File: src/ptf_pkg.sv
// Shared widths, constants, codes and types for the pressure trend forecast core.
package ptf_pkg;

  // payload widths
  localparam int unsigned P_W    = 17;  // pressure in Pa
  localparam int unsigned TEMP_W = 15;  // temperature, 0.01 degC, signed
  localparam int unsigned TS_W   = 32;  // timestamp in ms
  localparam int unsigned MMHG_W = 17;
  localparam int unsigned DENS_W = 16;
  localparam int unsigned TRND_W = 16;
  localparam int unsigned FC_W   = 2;

  // register widths
  localparam int unsigned THR_W  = 15;
  localparam int unsigned SPAN_W = 16;

  // serial arithmetic widths
  localparam int unsigned MUL_A_W = 27;  // widest constant multiplicand
  localparam int unsigned MUL_B_W = 17;  // bit-serial multiplier operand
  localparam int unsigned PROD_W  = 44;  // product and dividend width
  localparam int unsigned DEN_W   = 32;  // divisor width

  localparam int unsigned HIST_DEPTH_DEF = 16;

  // scale constants
  localparam logic [MUL_A_W-1:0] MMHG_MUL    = MUL_A_W'(75006);
  localparam logic [PROD_W-1:0]  MMHG_RND    = PROD_W'(50000);
  localparam logic [DEN_W-1:0]   MMHG_DIV    = DEN_W'(100000);
  localparam logic [MUL_A_W-1:0] DENS_SCALE  = MUL_A_W'(100000000);
  localparam logic [MUL_A_W-1:0] DENS_GAS    = MUL_A_W'(28705);
  localparam logic [P_W-1:0]     KELVIN_OFS  = P_W'(27315);
  localparam logic [MUL_A_W-1:0] TREND_SCALE = MUL_A_W'(3600000);

  // register reset values
  localparam logic              RST_SENSOR_READY = 1'b0;
  localparam logic [THR_W-1:0]  RST_THRESHOLD    = THR_W'(50);
  localparam logic [SPAN_W-1:0] RST_MIN_SPAN     = SPAN_W'(1000);
  localparam logic [P_W-1:0]    RST_P_LOW        = P_W'(30000);
  localparam logic [P_W-1:0]    RST_P_HIGH       = P_W'(120000);

  // register indexes (byte address / 4)
  typedef enum logic [2:0] {
    REG_SENSOR_READY = 3'd0,
    REG_THRESHOLD    = 3'd1,
    REG_MIN_SPAN     = 3'd2,
    REG_P_LOW        = 3'd3,
    REG_P_HIGH       = 3'd4
  } reg_idx_t;

  // forecast classes
  localparam logic [FC_W-1:0] FC_NONE   = 2'd0;
  localparam logic [FC_W-1:0] FC_CLEAR  = 2'd1;
  localparam logic [FC_W-1:0] FC_CHANGE = 2'd2;
  localparam logic [FC_W-1:0] FC_RAIN   = 2'd3;

  // status of a serial arithmetic unit
  typedef struct packed {
    logic busy;
    logic done;  // one-cycle pulse, result valid and held
  } unit_stat_t;

endpackage

File: src/ptf_smul.sv
// Bit-serial shift-add multiplier, one multiplier bit per cycle.
module ptf_smul import ptf_pkg::*; (
  input  logic               clk,
  input  logic               rst,
  input  logic               start,
  input  logic [MUL_A_W-1:0] a,
  input  logic [MUL_B_W-1:0] b,
  output logic [PROD_W-1:0]  prod,
  output unit_stat_t         stat
);

  localparam int unsigned CNT_W = $clog2(MUL_B_W + 1);

  logic [CNT_W-1:0]   cnt;
  logic [PROD_W-1:0]  a_sh;
  logic [MUL_B_W-1:0] b_sh;

  always_ff @(posedge clk) begin
    if (rst) begin
      stat <= '0;
      cnt  <= '0;
    end else begin
      stat.done <= 1'b0;
      if (start) begin
        stat.busy <= 1'b1;
        cnt       <= CNT_W'(MUL_B_W);
      end else if (stat.busy) begin
        cnt <= cnt - CNT_W'(1);
        if (cnt == CNT_W'(1)) begin
          stat.busy <= 1'b0;
          stat.done <= 1'b1;
        end
      end
    end
  end

  always_ff @(posedge clk) begin
    if (start) begin
      prod <= '0;
      a_sh <= PROD_W'(a);
      b_sh <= b;
    end else if (stat.busy) begin
      if (b_sh[0]) begin
        prod <= prod + a_sh;
      end
      a_sh <= a_sh << 1;
      b_sh <= b_sh >> 1;
    end
  end

endmodule

File: src/ptf_sdiv.sv
// Bit-serial restoring divider, one quotient bit per cycle.
module ptf_sdiv import ptf_pkg::*; (
  input  logic              clk,
  input  logic              rst,
  input  logic              start,
  input  logic [PROD_W-1:0] num,
  input  logic [DEN_W-1:0]  den,
  output logic [PROD_W-1:0] quo,
  output unit_stat_t        stat
);

  localparam int unsigned CNT_W = $clog2(PROD_W + 1);

  logic [CNT_W-1:0] cnt;
  logic [DEN_W-1:0] den_r;
  logic [DEN_W-1:0] rem;
  logic [DEN_W:0]   trial;
  logic             ge;

  // quotient bits shift into the low end as dividend bits leave the top
  assign trial = {rem, quo[PROD_W-1]};
  assign ge    = trial >= {1'b0, den_r};

  always_ff @(posedge clk) begin
    if (rst) begin
      stat <= '0;
      cnt  <= '0;
    end else begin
      stat.done <= 1'b0;
      if (start) begin
        stat.busy <= 1'b1;
        cnt       <= CNT_W'(PROD_W);
      end else if (stat.busy) begin
        cnt <= cnt - CNT_W'(1);
        if (cnt == CNT_W'(1)) begin
          stat.busy <= 1'b0;
          stat.done <= 1'b1;
        end
      end
    end
  end

  always_ff @(posedge clk) begin
    if (start) begin
      quo   <= num;
      den_r <= den;
      rem   <= '0;
    end else if (stat.busy) begin
      rem <= ge ? DEN_W'(trial - {1'b0, den_r}) : trial[DEN_W-1:0];
      quo <= {quo[PROD_W-2:0], ge};
    end
  end

endmodule

File: src/ptf_hist.sv
// Ring history of accepted pressure/time samples with oldest-entry readout.
module ptf_hist import ptf_pkg::*; #(
  parameter int unsigned DEPTH = HIST_DEPTH_DEF,
  localparam int unsigned IDX_W = $clog2(DEPTH),
  localparam int unsigned CNT_W = $clog2(DEPTH + 1)
) (
  input  logic             clk,
  input  logic             rst,
  input  logic             push,
  input  logic [P_W-1:0]   push_pressure,
  input  logic [TS_W-1:0]  push_time,
  input  logic             fetch,
  output logic [P_W-1:0]   old_pressure,
  output logic [TS_W-1:0]  old_time,
  output logic [CNT_W-1:0] fill
);

  logic [P_W+TS_W-1:0] mem [DEPTH];
  logic [IDX_W-1:0]    wr_idx;
  logic [CNT_W:0]      old_sum;
  logic [CNT_W:0]      old_wrap;
  logic [IDX_W-1:0]    rd_idx;

  // oldest = (wr_idx + DEPTH - fill) mod DEPTH
  assign old_sum  = (CNT_W+1)'(wr_idx) + (CNT_W+1)'(DEPTH) - (CNT_W+1)'(fill);
  assign old_wrap = (old_sum >= (CNT_W+1)'(DEPTH)) ? old_sum - (CNT_W+1)'(DEPTH) : old_sum;
  assign rd_idx   = old_wrap[IDX_W-1:0];

  always_ff @(posedge clk) begin
    if (rst) begin
      wr_idx <= '0;
      fill   <= '0;
    end else if (push) begin
      wr_idx <= (wr_idx == IDX_W'(DEPTH - 1)) ? '0 : wr_idx + IDX_W'(1);
      if (fill != CNT_W'(DEPTH)) begin
        fill <= fill + CNT_W'(1);
      end
    end
  end

  always_ff @(posedge clk) begin
    if (push) begin
      mem[wr_idx] <= {push_pressure, push_time};
    end
  end

  always_ff @(posedge clk) begin
    if (fetch) begin
      {old_pressure, old_time} <= mem[rd_idx];
    end
  end

endmodule

File: src/pressure_trend_forecast_core.sv
// Top level: pressure trend forecast core with stream ports and register port.
//
//  channel   dir   beat contents
//  -------   ---   -------------------------------------------------------------
//  s_axis    in    tdata: pressure_pa, temperature_centi, timestamp_ms; tuser: reading_ok
//  m_axis    out   tdata: pressure_mmhg_centi, air_density, trend_centi, forecast
//                  tuser: valid_res
//  apb       cfg   sensor_ready, trend_threshold, min_span_ms, pressure_low, pressure_high
//
//  One reading at a time. A rejected reading goes straight from its accept to S_EMIT and
//  the output register. An accepted one runs 3 or 4 products on the serial multiplier and
//  2 or 3 quotients on the serial divider. It is pushed to the history and the oldest
//  entry is read back. It goes to S_EMIT there when the history is too short for a trend,
//  after S_CHECK when the span is too short, and after the trend product and quotient
//  otherwise. The next beat can be taken as soon as the result sits in the output register;
//  a stalled m_axis holds at most the one finished beat and delays only the load of the next result.
//  Reset clears the registers to their defaults and empties the history at once.
module pressure_trend_forecast_core import ptf_pkg::*; #(
  parameter int unsigned HISTORY_DEPTH = HIST_DEPTH_DEF
) (
  input  logic        clk,
  input  logic        rst,
  // input beats
  input  logic        s_axis_tvalid,
  output logic        s_axis_tready,
  input  logic [63:0] s_axis_tdata,  // [16:0] pressure_pa, [31:17] temperature_centi,
                                     // [63:32] timestamp_ms
  input  logic        s_axis_tuser,  // [0] reading_ok
  // result beats
  output logic        m_axis_tvalid,
  input  logic        m_axis_tready,
  output logic [55:0] m_axis_tdata,  // [16:0] pressure_mmhg_centi, [32:17] air_density,
                                     // [48:33] trend_centi, [50:49] forecast, [55:51] zero
  output logic        m_axis_tuser,  // [0] valid_res
  // register port
  input  logic        psel,
  input  logic        penable,
  input  logic        pwrite,
  input  logic [4:0]  paddr,
  input  logic [31:0] pwdata,
  output logic [31:0] prdata,
  output logic        pready
);

  localparam int unsigned CNT_W = $clog2(HISTORY_DEPTH + 1);

  typedef enum logic [11:0] {
    S_IDLE   = 12'b0000_0000_0001,
    S_MM_MUL = 12'b0000_0000_0010,  // p * 75006
    S_MM_DIV = 12'b0000_0000_0100,  // / 100000
    S_DK_MUL = 12'b0000_0000_1000,  // kelvin * 28705
    S_DN_MUL = 12'b0000_0001_0000,  // p * 1e8
    S_DN_DIV = 12'b0000_0010_0000,  // / (28705 * kelvin)
    S_PUSH   = 12'b0000_0100_0000,
    S_FETCH  = 12'b0000_1000_0000,
    S_CHECK  = 12'b0001_0000_0000,
    S_TR_MUL = 12'b0010_0000_0000,  // |dp| * 3600000
    S_TR_DIV = 12'b0100_0000_0000,  // / dt
    S_EMIT   = 12'b1000_0000_0000
  } state_t;

  state_t state, state_next;
  logic   kick, kick_next;

  // config registers
  logic              sensor_ready;
  logic [THR_W-1:0]  trend_threshold;
  logic [SPAN_W-1:0] min_span_ms;
  logic [P_W-1:0]    pressure_low;
  logic [P_W-1:0]    pressure_high;
  logic              cfg_wr;
  reg_idx_t          cfg_idx;

  // input fields
  logic [P_W-1:0]    in_p;
  logic [TEMP_W-1:0] in_temp;
  logic [TS_W-1:0]   in_ts;
  logic              in_take;
  logic              in_good;

  // working registers
  logic              ok_r;
  logic [P_W-1:0]    p_r;
  logic [TEMP_W-1:0] temp_r;
  logic [TS_W-1:0]   ts_r;
  logic [MMHG_W-1:0] mmhg_r;
  logic [DENS_W-1:0] dens_r;
  logic [30:0]       den_r;
  logic [TRND_W-1:0] trend_r;
  logic [P_W-1:0]    mag_r;
  logic              neg_r;
  logic [TS_W-1:0]   dt_r;

  // serial units
  logic               mul_start, div_start;
  logic [MUL_A_W-1:0] mul_a;
  logic [MUL_B_W-1:0] mul_b;
  logic [PROD_W-1:0]  prod, quo, div_num;
  logic [DEN_W-1:0]   div_den;
  unit_stat_t         mul_stat, div_stat;

  // history
  logic [P_W-1:0]   old_p;
  logic [TS_W-1:0]  old_t;
  logic [CNT_W-1:0] fill;
  logic             hist_push, hist_fetch;

  // derived
  logic [P_W-1:0]    kelvin;
  logic [TS_W-1:0]   dt_w;
  logic              span_short;
  logic [FC_W-1:0]   fc;
  logic signed [16:0] trend_x, thr_x;
  logic              out_load;

  // ---------------------------------------------------------------- register port
  assign pready  = 1'b1;
  assign cfg_wr  = psel & penable & pwrite & pready;
  assign cfg_idx = reg_idx_t'(paddr[4:2]);

  always_ff @(posedge clk) begin
    if (rst) begin
      sensor_ready    <= RST_SENSOR_READY;
      trend_threshold <= RST_THRESHOLD;
      min_span_ms     <= RST_MIN_SPAN;
      pressure_low    <= RST_P_LOW;
      pressure_high   <= RST_P_HIGH;
    end else if (cfg_wr) begin
      unique case (cfg_idx)
        REG_SENSOR_READY: sensor_ready    <= pwdata[0];
        REG_THRESHOLD:    trend_threshold <= pwdata[THR_W-1:0];
        REG_MIN_SPAN:     min_span_ms     <= pwdata[SPAN_W-1:0];
        REG_P_LOW:        pressure_low    <= pwdata[P_W-1:0];
        REG_P_HIGH:       pressure_high   <= pwdata[P_W-1:0];
        default: ;  // unmapped, dropped
      endcase
    end
  end

  always_comb begin
    unique case (cfg_idx)
      REG_SENSOR_READY: prdata = 32'(sensor_ready);
      REG_THRESHOLD:    prdata = 32'(trend_threshold);
      REG_MIN_SPAN:     prdata = 32'(min_span_ms);
      REG_P_LOW:        prdata = 32'(pressure_low);
      REG_P_HIGH:       prdata = 32'(pressure_high);
      default:          prdata = '0;
    endcase
  end

  // ---------------------------------------------------------------- input side
  assign in_p    = s_axis_tdata[16:0];
  assign in_temp = s_axis_tdata[31:17];
  assign in_ts   = s_axis_tdata[63:32];

  assign s_axis_tready = (state == S_IDLE);
  assign in_take       = s_axis_tvalid & s_axis_tready;
  assign in_good       = sensor_ready & s_axis_tuser &
                         (in_p >= pressure_low) & (in_p <= pressure_high);

  // temperature is sign-extended; the kelvin sum stays positive for any pattern
  assign kelvin = {{(P_W-TEMP_W){temp_r[TEMP_W-1]}}, temp_r} + KELVIN_OFS;

  // newest sample is the one just taken, so only the oldest is read back
  assign dt_w       = ts_r - old_t;
  assign span_short = (dt_w == '0) | (dt_w < TS_W'(min_span_ms));

  // ---------------------------------------------------------------- sequencer
  always_comb begin
    state_next = state;
    kick_next  = 1'b0;
    unique case (state)
      S_IDLE: begin
        if (in_take) begin
          state_next = in_good ? S_MM_MUL : S_EMIT;
          kick_next  = in_good;
        end
      end
      S_MM_MUL: begin
        if (mul_stat.done) begin
          state_next = S_MM_DIV;
          kick_next  = 1'b1;
        end
      end
      S_MM_DIV: begin
        if (div_stat.done) begin
          state_next = S_DK_MUL;
          kick_next  = 1'b1;
        end
      end
      S_DK_MUL: begin
        if (mul_stat.done) begin
          state_next = S_DN_MUL;
          kick_next  = 1'b1;
        end
      end
      S_DN_MUL: begin
        if (mul_stat.done) begin
          state_next = S_DN_DIV;
          kick_next  = 1'b1;
        end
      end
      S_DN_DIV: begin
        if (div_stat.done) begin
          state_next = S_PUSH;
        end
      end
      S_PUSH: begin
        state_next = S_FETCH;
      end
      S_FETCH: begin
        state_next = (fill < CNT_W'(2)) ? S_EMIT : S_CHECK;
      end
      S_CHECK: begin
        state_next = span_short ? S_EMIT : S_TR_MUL;
        kick_next  = !span_short;
      end
      S_TR_MUL: begin
        if (mul_stat.done) begin
          state_next = S_TR_DIV;
          kick_next  = 1'b1;
        end
      end
      S_TR_DIV: begin
        if (div_stat.done) begin
          state_next = S_EMIT;
        end
      end
      S_EMIT: begin
        if (out_load) begin
          state_next = S_IDLE;
        end
      end
      default: state_next = S_IDLE;
    endcase
  end

  always_ff @(posedge clk) begin
    if (rst) begin
      state <= S_IDLE;
      kick  <= 1'b0;
    end else begin
      state <= state_next;
      kick  <= kick_next;
    end
  end

  // ---------------------------------------------------------------- unit operands
  assign mul_start = kick & ((state == S_MM_MUL) | (state == S_DK_MUL) |
                             (state == S_DN_MUL) | (state == S_TR_MUL));
  assign div_start = kick & ((state == S_MM_DIV) | (state == S_DN_DIV) |
                             (state == S_TR_DIV));

  always_comb begin
    mul_a   = '0;
    mul_b   = '0;
    div_num = '0;
    div_den = '0;
    case (state)
      S_MM_MUL: begin
        mul_a = MMHG_MUL;
        mul_b = p_r;
      end
      S_DK_MUL: begin
        mul_a = DENS_GAS;
        mul_b = kelvin;
      end
      S_DN_MUL: begin
        mul_a = DENS_SCALE;
        mul_b = p_r;
      end
      S_TR_MUL: begin
        mul_a = TREND_SCALE;
        mul_b = mag_r;
      end
      // round to nearest: add half the divisor
      S_MM_DIV: begin
        div_num = prod + MMHG_RND;
        div_den = MMHG_DIV;
      end
      S_DN_DIV: begin
        div_num = prod + PROD_W'(den_r >> 1);
        div_den = DEN_W'(den_r);
      end
      S_TR_DIV: begin
        div_num = prod + PROD_W'(dt_r >> 1);
        div_den = dt_r;
      end
      default: ;
    endcase
  end

  ptf_smul u_mul (
    .clk   (clk),
    .rst   (rst),
    .start (mul_start),
    .a     (mul_a),
    .b     (mul_b),
    .prod  (prod),
    .stat  (mul_stat)
  );

  ptf_sdiv u_div (
    .clk   (clk),
    .rst   (rst),
    .start (div_start),
    .num   (div_num),
    .den   (div_den),
    .quo   (quo),
    .stat  (div_stat)
  );

  assign hist_push  = (state == S_PUSH);
  assign hist_fetch = (state == S_FETCH) & (fill >= CNT_W'(2));

  ptf_hist #(.DEPTH(HISTORY_DEPTH)) u_hist (
    .clk           (clk),
    .rst           (rst),
    .push          (hist_push),
    .push_pressure (p_r),
    .push_time     (ts_r),
    .fetch         (hist_fetch),
    .old_pressure  (old_p),
    .old_time      (old_t),
    .fill          (fill)
  );

  // ---------------------------------------------------------------- working registers
  always_ff @(posedge clk) begin
    if (in_take) begin
      ok_r    <= in_good;
      p_r     <= in_p;
      temp_r  <= in_temp;
      ts_r    <= in_ts;
      mmhg_r  <= '0;
      dens_r  <= '0;
      trend_r <= '0;
    end
    if (state == S_MM_DIV && div_stat.done) begin
      mmhg_r <= quo[MMHG_W-1:0];
    end
    if (state == S_DK_MUL && mul_stat.done) begin
      den_r <= prod[30:0];
    end
    if (state == S_DN_DIV && div_stat.done) begin
      dens_r <= (quo > PROD_W'(16'hFFFF)) ? '1 : quo[DENS_W-1:0];
    end
    if (state == S_CHECK) begin
      dt_r  <= dt_w;
      neg_r <= p_r < old_p;
      mag_r <= (p_r < old_p) ? old_p - p_r : p_r - old_p;
    end
    // saturate to the signed 16-bit range
    if (state == S_TR_DIV && div_stat.done) begin
      if (neg_r) begin
        trend_r <= (quo > PROD_W'(32768)) ? 16'h8000 : TRND_W'(~quo[15:0] + 16'd1);
      end else begin
        trend_r <= (quo > PROD_W'(32767)) ? 16'h7FFF : quo[TRND_W-1:0];
      end
    end
  end

  // ---------------------------------------------------------------- forecast, output
  assign trend_x = $signed({trend_r[TRND_W-1], trend_r});
  assign thr_x   = $signed({2'b00, trend_threshold});

  always_comb begin
    if (!ok_r || fill < CNT_W'(3)) begin
      fc = FC_NONE;
    end else if (trend_x > thr_x) begin
      fc = FC_CLEAR;
    end else if (trend_x < -thr_x) begin
      fc = FC_RAIN;
    end else begin
      fc = FC_CHANGE;
    end
  end

  assign out_load = (state == S_EMIT) & (!m_axis_tvalid | m_axis_tready);

  always_ff @(posedge clk) begin
    if (rst) begin
      m_axis_tvalid <= 1'b0;
    end else if (out_load) begin
      m_axis_tvalid <= 1'b1;
    end else if (m_axis_tready) begin
      m_axis_tvalid <= 1'b0;
    end
  end

  always_ff @(posedge clk) begin
    if (out_load) begin
      m_axis_tuser <= ok_r;
      m_axis_tdata <= {5'b0, fc, trend_r, dens_r, mmhg_r};
    end
  end

  // ---------------------------------------------------------------- assertions
  a_units_exclusive: assert property (@(posedge clk) disable iff (rst)
    !(mul_stat.busy && div_stat.busy))
    else $error("multiplier and divider running together");

  a_mul_done_state: assert property (@(posedge clk) disable iff (rst)
    mul_stat.done |-> (state == S_MM_MUL || state == S_DK_MUL ||
                       state == S_DN_MUL || state == S_TR_MUL))
    else $error("product finished outside a multiply step");

  a_invalid_zero: assert property (@(posedge clk) disable iff (rst)
    (m_axis_tvalid && !m_axis_tuser) |-> (m_axis_tdata == '0))
    else $error("rejected reading carries nonzero fields");

  a_fill_bound: assert property (@(posedge clk) disable iff (rst)
    fill <= CNT_W'(HISTORY_DEPTH))
    else $error("history fill count beyond depth");

endmodule
File: config.mk
export PLATFORM = sky130hd
export DESIGN_NAME = pressure_trend_forecast_core
export DESIGN_NICKNAME = d
export VERILOG_FILES = /design/src/ptf_pkg.sv /design/src/ptf_smul.sv /design/src/ptf_sdiv.sv /design/src/ptf_hist.sv /design/src/pressure_trend_forecast_core.sv
export SDC_FILE = /design/constraint.sdc
export NUM_CORES = 2
export LEC_CHECK = 0
export ABC_AREA = 1
export BUFFER_PORTS_ARGS = -buffer_cell sky130_fd_sc_hd__buf_2
export CAP_MARGIN = 20
export CORE_UTILIZATION = 30
export CTS_CLUSTER_SIZE = 24
export DETAILED_ROUTE_END_ITERATION = 16
export SLEW_MARGIN = 20
export SYNTH_ARGS = -nofsm -noshare
export SYNTH_HDL_FRONTEND = slang
export SYNTH_HIERARCHICAL = 1
export SYNTH_SLANG_ARGS = --single-unit
File: constraint.sdc
create_clock -name clk -period 7.8 [get_ports clk]
set_input_delay 0.78 -clock clk [delete_from_list [all_inputs] [get_ports clk]]
set_output_delay 0.78 -clock clk [all_outputs]
set_load 0.01 [all_outputs]
# Word level (Yosys, flattened, before mapping)
# Memory sizes are Yosys's and may differ from the RTL's. A register that Yosys moved wholly into a read port is not among the register bits.
# Index checks and enable logic that the tools add are counted.
# word_totals
register_bits,564
mem_bits_rw,784
inputBits,109
out_inout_bits,92
elab_cells,210
n_memories,1
# op_classes
n_addsub,18
order_cmp,14
n_eq_ne,29
n_mux,57
bitwise,20
reduce_logical,31
# memory_table
memory,words,width,rd,rd_clocked_by_memory_dff,write_ports,line,source
u_hist.mem,16,49,1,1,1,ptf_hist.sv:18,logic [P_W+TS_W-1:0] mem [DEPTH];
# ops
cell,count
12-bit two-way mux,12
12-bit one-hot mux with 12 select lines,1
44-bit one-hot mux with 3 select lines,1
16-bit two-way mux,7
27-bit one-hot mux with 4 select lines,1
32-bit one-hot mux with 3 select lines,1
44-bit by 16-bit greater-than comparator with 1-bit output (second input constant),2
44-bit two-way mux,2
17-bit two-way mux,5
17-bit one-hot mux with 5 select lines,1
32-bit subtractor,2
27-bit two-way mux,2
17-bit one-hot mux with 3 select lines,1
44-bit by 16-bit adder with 44-bit output (second input constant),1
44-bit by 30-bit adder with 44-bit output,1
44-bit by 31-bit adder with 44-bit output,1
44-bit adder,1
44-bit by 15-bit greater-than comparator with 1-bit output (second input constant),1
17-bit subtractor,2
33-bit by 32-bit greater-or-equal comparator with 1-bit output,1
32-bit zero test,1
32-bit by 16-bit less-than comparator with 1-bit output,1
32-bit two-way mux,1
15-bit by 16-bit adder with 17-bit output (second input constant),1
other kinds (58),119

# Longest topological paths before layout
# depth
word_depth,6
depth_mapped,27
mapped_depth_nobuf,26

# By module
# Netlist, hierarchy kept.
# by_module_without_submodules
mod,n_inst,cells_each,area_each_um2,seq_area_each_um2
ptf_hist,1,3415,35861.9,25194.2
pressure_trend_forecast_core,1,3006,22929.5,9018.6
ptf_smul,1,1260,8008.9,2682.6
ptf_sdiv,1,1053,7383.3,3083.0

# Least setup slack after synthesis
# Ideal clock, no wire load.
# synth_timing
path_type,register to register
from,register state[8]
to,"register u_div.quo[0], enable pin"
setup_time_ns,0.426
arrival_time_ns,4.103
required_time_ns,7.374
setup_slack_ns,3.271
stages_incl_launch_ff,15
path_buffers,3
period_less_slack_ns,4.529
cell_sequence,dfxtp_1 > nor2_1 > inv_1 > nor2_1 > inv_1 > nor2_1 > nand4_1 > inv_1 > buf_2 > buf_2 > o21ai_0 > inv_1 > nor2_1 > inv_1 > clkbuf_1
# synth_between
elab_chain_len,5
elab_cells_between_ends,7
cone_classes,eq/ne (3); bitwise (3); reduce/logical (1)
# synth_rtl
item,line,source
from (decl),pressure_trend_forecast_core.sv:62,"state_t state, state_next;"
from (signal assigned),pressure_trend_forecast_core.sv:243,state <= state_next;
12-bit by 3-bit == test with 1-bit output or 12-bit by 6-bit == test with 1-bit output (tied branches),pressure_trend_forecast_core.sv:251,assign div_start = kick & ((state == S_MM_DIV) | (state == S_DN_DIV) |
1-bit bitwise OR,pressure_trend_forecast_core.sv:251,
1-bit bitwise OR *,pressure_trend_forecast_core.sv:251,
1-bit AND *,pressure_trend_forecast_core.sv:251,
named net div_start,pressure_trend_forecast_core.sv:95,"logic mul_start, div_start;"
2-bit nonzero test (no line) *,-,
to (signal assigned),ptf_sdiv.sv:45,quo <= num;
to (signal assigned),ptf_sdiv.sv:50,"quo <= {quo[PROD_W-2:0], ge};"
to (decl),ptf_sdiv.sv:8,"output logic [PROD_W-1:0] quo,"
# The timed path passes the listed nets; every way through them passes the cells marked *.
# A chain may end at the register's enable or synchronous reset.

# Final worst setup path
# layout_timing
from,register state[2]
to,"register u_div.quo[42], data pin"
# layout_between
elab_cells_between_ends,8
cone_classes,eq/ne (3); mux (2); bitwise (3)
# layout_lines
item,line,source
12-bit by 11-bit == test with 1-bit output (tied with other cells),pressure_trend_forecast_core.sv:259,case (state)
44-bit one-hot mux with 3 select lines *,pressure_trend_forecast_core.sv:259,
named net div_num[42],pressure_trend_forecast_core.sv:98,"logic [PROD_W-1:0] prod, quo, div_num;"
44-bit two-way mux *,ptf_sdiv.sv:44,if (start) begin
# Marked as above.

==> impl_metrics.ini <==
[run_status]
status = completed

[clocking]
cts_buffers = 151
clk_pin_slew_ns = 0.06
hold_buffers = 0
cts_max_path_buffers = 3
cts.htree.levels = 4
cts_setup_buffers = 0
cts_sinks = 1397
cts-resized-gates = 0
cts_root_buf = clkbuf_16
clock_latency_ns = 0.83
cts_tree = built

[detailed_routing]
dr_wl_met3_um = 11600
wirelength_um = 220000
wl_per_cell_um = 18.0
first_pass_iters = 6
top_layer = met4
viasPerCell = 4.75
via_count = 57900
drt_iter0_drc = 4700
drcViolationCount = 0
wl_met2_um = 105000
met1_length_um = 96600
ant_nets = 0

[timing]
worst_pin_slew_ns = 1.17
min_period_ns = 5.42
setup_violations = 0
fin_skew_ns = 0.0663
max_freq_ghz = 0.185
hold_violations = 0
drv_slew = 0
rsz0062_at_grt = false
min_period_over_period = 0.695
relSlewSlack = 0.216
tns_ns = 0

[die]
fp.coreArea_sq_mm = 0.246
die_h_um = 499
die-area_sq_mm = 0.249
start_util = 0.302
die_w_um = 499
ios = 201
rows = 182

[logic_synthesis]
ys_warn_count = 6
synth_cell_type_count = 63
synth_top_cell_by_area = edfxtp_1
synthCells = 8734
synth-edff-count = 1200
ys_seq_elements = 1397
ys_top_cells_by_area = edfxtp_1 49%, nand2_1 12%, inv_1 8.6%
synth_area_sq_mm = 0.0742
synth_top_area_share = 0.486
async_reset_ff_frac = 0
seq_area_frac_synth = 0.539
avgSynthCellArea_sq_um = 8.49
synth_ff_type = edfxtp_1

[final_layout]
areaGrowthSynthToFinish_pct = 12.5
nets = 9220
layout-drive-gt1-share = 0.0672
final_util = 0.339

[grt]
gr-total-overflow = 0
track_usage = 0.173
grt_pass1_vias = 55300
grt_pass1_wl_um = 332000
grt_max_degree = 194
grt_antenna_before_repair = 9

[setup_path]
critPathRequiredTime_ns = 8.33
critPathArrivalTime_ns = 5.95
cp_max_fo = 55
path_class = reg2reg
start_kind = flip-flop
crit_path_end_kind = flip-flop

[pwr]
power_density_mw_per_mm2 = 229
p_seq_frac = 0.492
p_int_mw = 13.6
p_leak_nw = 37.5
clock_power_share = 0.370
p_sw_frac = 0.288
switchingPower_mw = 5.51
comb_power_share = 0.138
ir_worst_vdd_mv = 0.191

[run]
maxCapViolations = 0

[placed_design]
io_buffer_count = 162
gp_congestion = 0.974
dp_hpwl_um = 147000

[hold_path]
holdCritPathClass = in2reg
==> layer usage <==
metal / vias to the layer above / track usage
met1: 27500 / 0.227
met5: - / 0
met2: 1701 / 0.292
met4: 0 / 0.0576
met3: 362 / 0.0209
li1: 28300 / -
==> through the flow <==
step | hold WS, ns | power, mW | std cells | setup WS, ns | cell area (sq um)
6_report | 0.136 | 19.1 | 12200 | 2.38 | 83500
3_5_place_dp | 0.405 | 12.2 | 11900 | 2.47 | 78600
3_3_place_gp | 0.408 | 12.1 | 11900 | 2.41 | 78600
4_1_cts | 0.0786 | 19.3 | 12200 | 2.42 | 83400
5_1_grt | 0.103 | 19.9 | 12200 | 1.89 | 83500
2_1_floorplan | 0.400 | 11.0 | 8755 | 3.27 | 74300
==> sequential cells by signal, summed over array words and instances (netlist names), 17 cells and up <==
name                 cells
u_hist/mem             784
pressure_high           17
ts_r                    32
u_mul/a_sh              44
mag_r                   17
pressure_low            17
u_div/den_r             32
u_mul/b_sh              17
m_axis_tdata            51
u_hist/old_time         32
u_div/rem               32
mmhg_r                  17
u_mul/prod              44
u_hist/old_pressure     17
u_div/quo               44
den_r                   31
dt_r                    32
p_r                     17
==> final timing paths <==
| check | start | endpoint | slack (ns) | cells past startpoint |
|---|---|---|---|---|
| setup / recovery | state[2] | u_div/quo[42] | 2.38 | 21 |
| hold / removal | s_axis_tdata[26] | temp_r[9] | 0.14 | 1 |
| setup reg to reg | state[2] | u_div/quo[42] | 2.38 | 21 |
| hold reg to reg | dens_r[14] | m_axis_tdata[31] | 0.41 | 0 |
==> cells in the mapped netlist (8+ instances only) <==
cell type	number
nor3_1	49
o211ai_1	33
o21ai_0	311
a221o_1	14
clkbuf_1	214
o21bai_1	15
buf_2	27
dfxtp_1	197
nor2_4	15
ha_1	267
inv_1	1705
inv_2	19
a21oi_1	326
nand2_1	2402
xor2_1	81
a211oi_1	9
o21ai_1	16
nor2_1	478
a22oi_1	8
nand3_1	951
o22ai_1	21
or2_2	18
nand3b_1	19
nor4_1	15
xnor2_1	27
edfxtp_1	1200
buf_1	28
buf_4	23
nor2_2	21
nand3_2	14
nand4_1	56
nand2_2	33
a31oi_1	15
==> layout by cell type (no fill, tap or decap), types with 9 or more instances in the layout <==
cell          n
xor2_1       80
nor2_4       33
a21oi_1     326
o21ai_0     311
nor4_1       15
inv_1      1701
bufinv_16    10
clkbuf_16   152
xnor2_1      26
a211oi_1      9
buf_2       162
conb_1       23
nor2_2       23
a221o_1      14
ha_1        266
o21ai_1      16
clkinv_2     12
o211ai_1     33
nor3_1       49
nand2_1    2398
inv_2        21
a31oi_1      15
nand3_1     951
o22ai_1      21
o21bai_1     15
or2_2        18
dfxtp_1     197
nand4_1      56
edfxtp_1   1200
nor2_1      458
nand2_2      37
buf_4        64
clkbuf_1     36
nand3b_1     19
clkinv_1     45
nand3_2      14
==> worst max-delay path, cell delays in order (launching register included) <==
cell     delay (ns)
dfxtp_1        0.34
nor2_1         0.16
inv_1          0.07
nor2_1         0.17
inv_1          0.08
nor2_1         0.21
nand2_2        0.51
o21ai_0        0.37
ha_1           0.30
inv_1          0.10
fa_1           0.41
o21ai_1        0.31
a21oi_1        0.20
o21ai_2        0.26
inv_1          0.07
o21ai_0        0.68
a21oi_1        0.26
inv_1          0.13
nand3_1        0.07
a31o_2         0.26
nand2_1        0.07
nand2_1        0.06
==> area by class of cell <==
class,instances,area [sq um]
clock inverters,83,915
fillers,25100,162000
diodes,4,10.0
repair buffers,230,1380
inverters,1731,6510
clock buffers,190,3970
well taps,3220,4030
multi-input cells,5326,26700
flip-flops and latches,1397,40000
==> logic make-up after synthesis <==
logic type | Yosys count | synth area share
other cells | 2 | 0.000101
mux | 1 | 0.000135
flops | 1397 | 0.539
simple gates | 4090 | 0.233
fa+ha+maj | 274 | 0.0469
buf+inv | 2032 | 0.105
xor+xnor | 108 | 0.0128
compound gates | 830 | 0.0626
==> power by group through the flow <==
stage	sequential [mW]	clock, mW	combinational, mW
after global routing	9.46	7.54	2.95
after global placement	9.53	0	2.60
after CTS	9.41	7.24	2.63
after detailed placement	9.56	0	2.63
final	9.40	7.08	2.63
after floorplan	9.27	0	1.78
(Power assumes the default switching activity.)
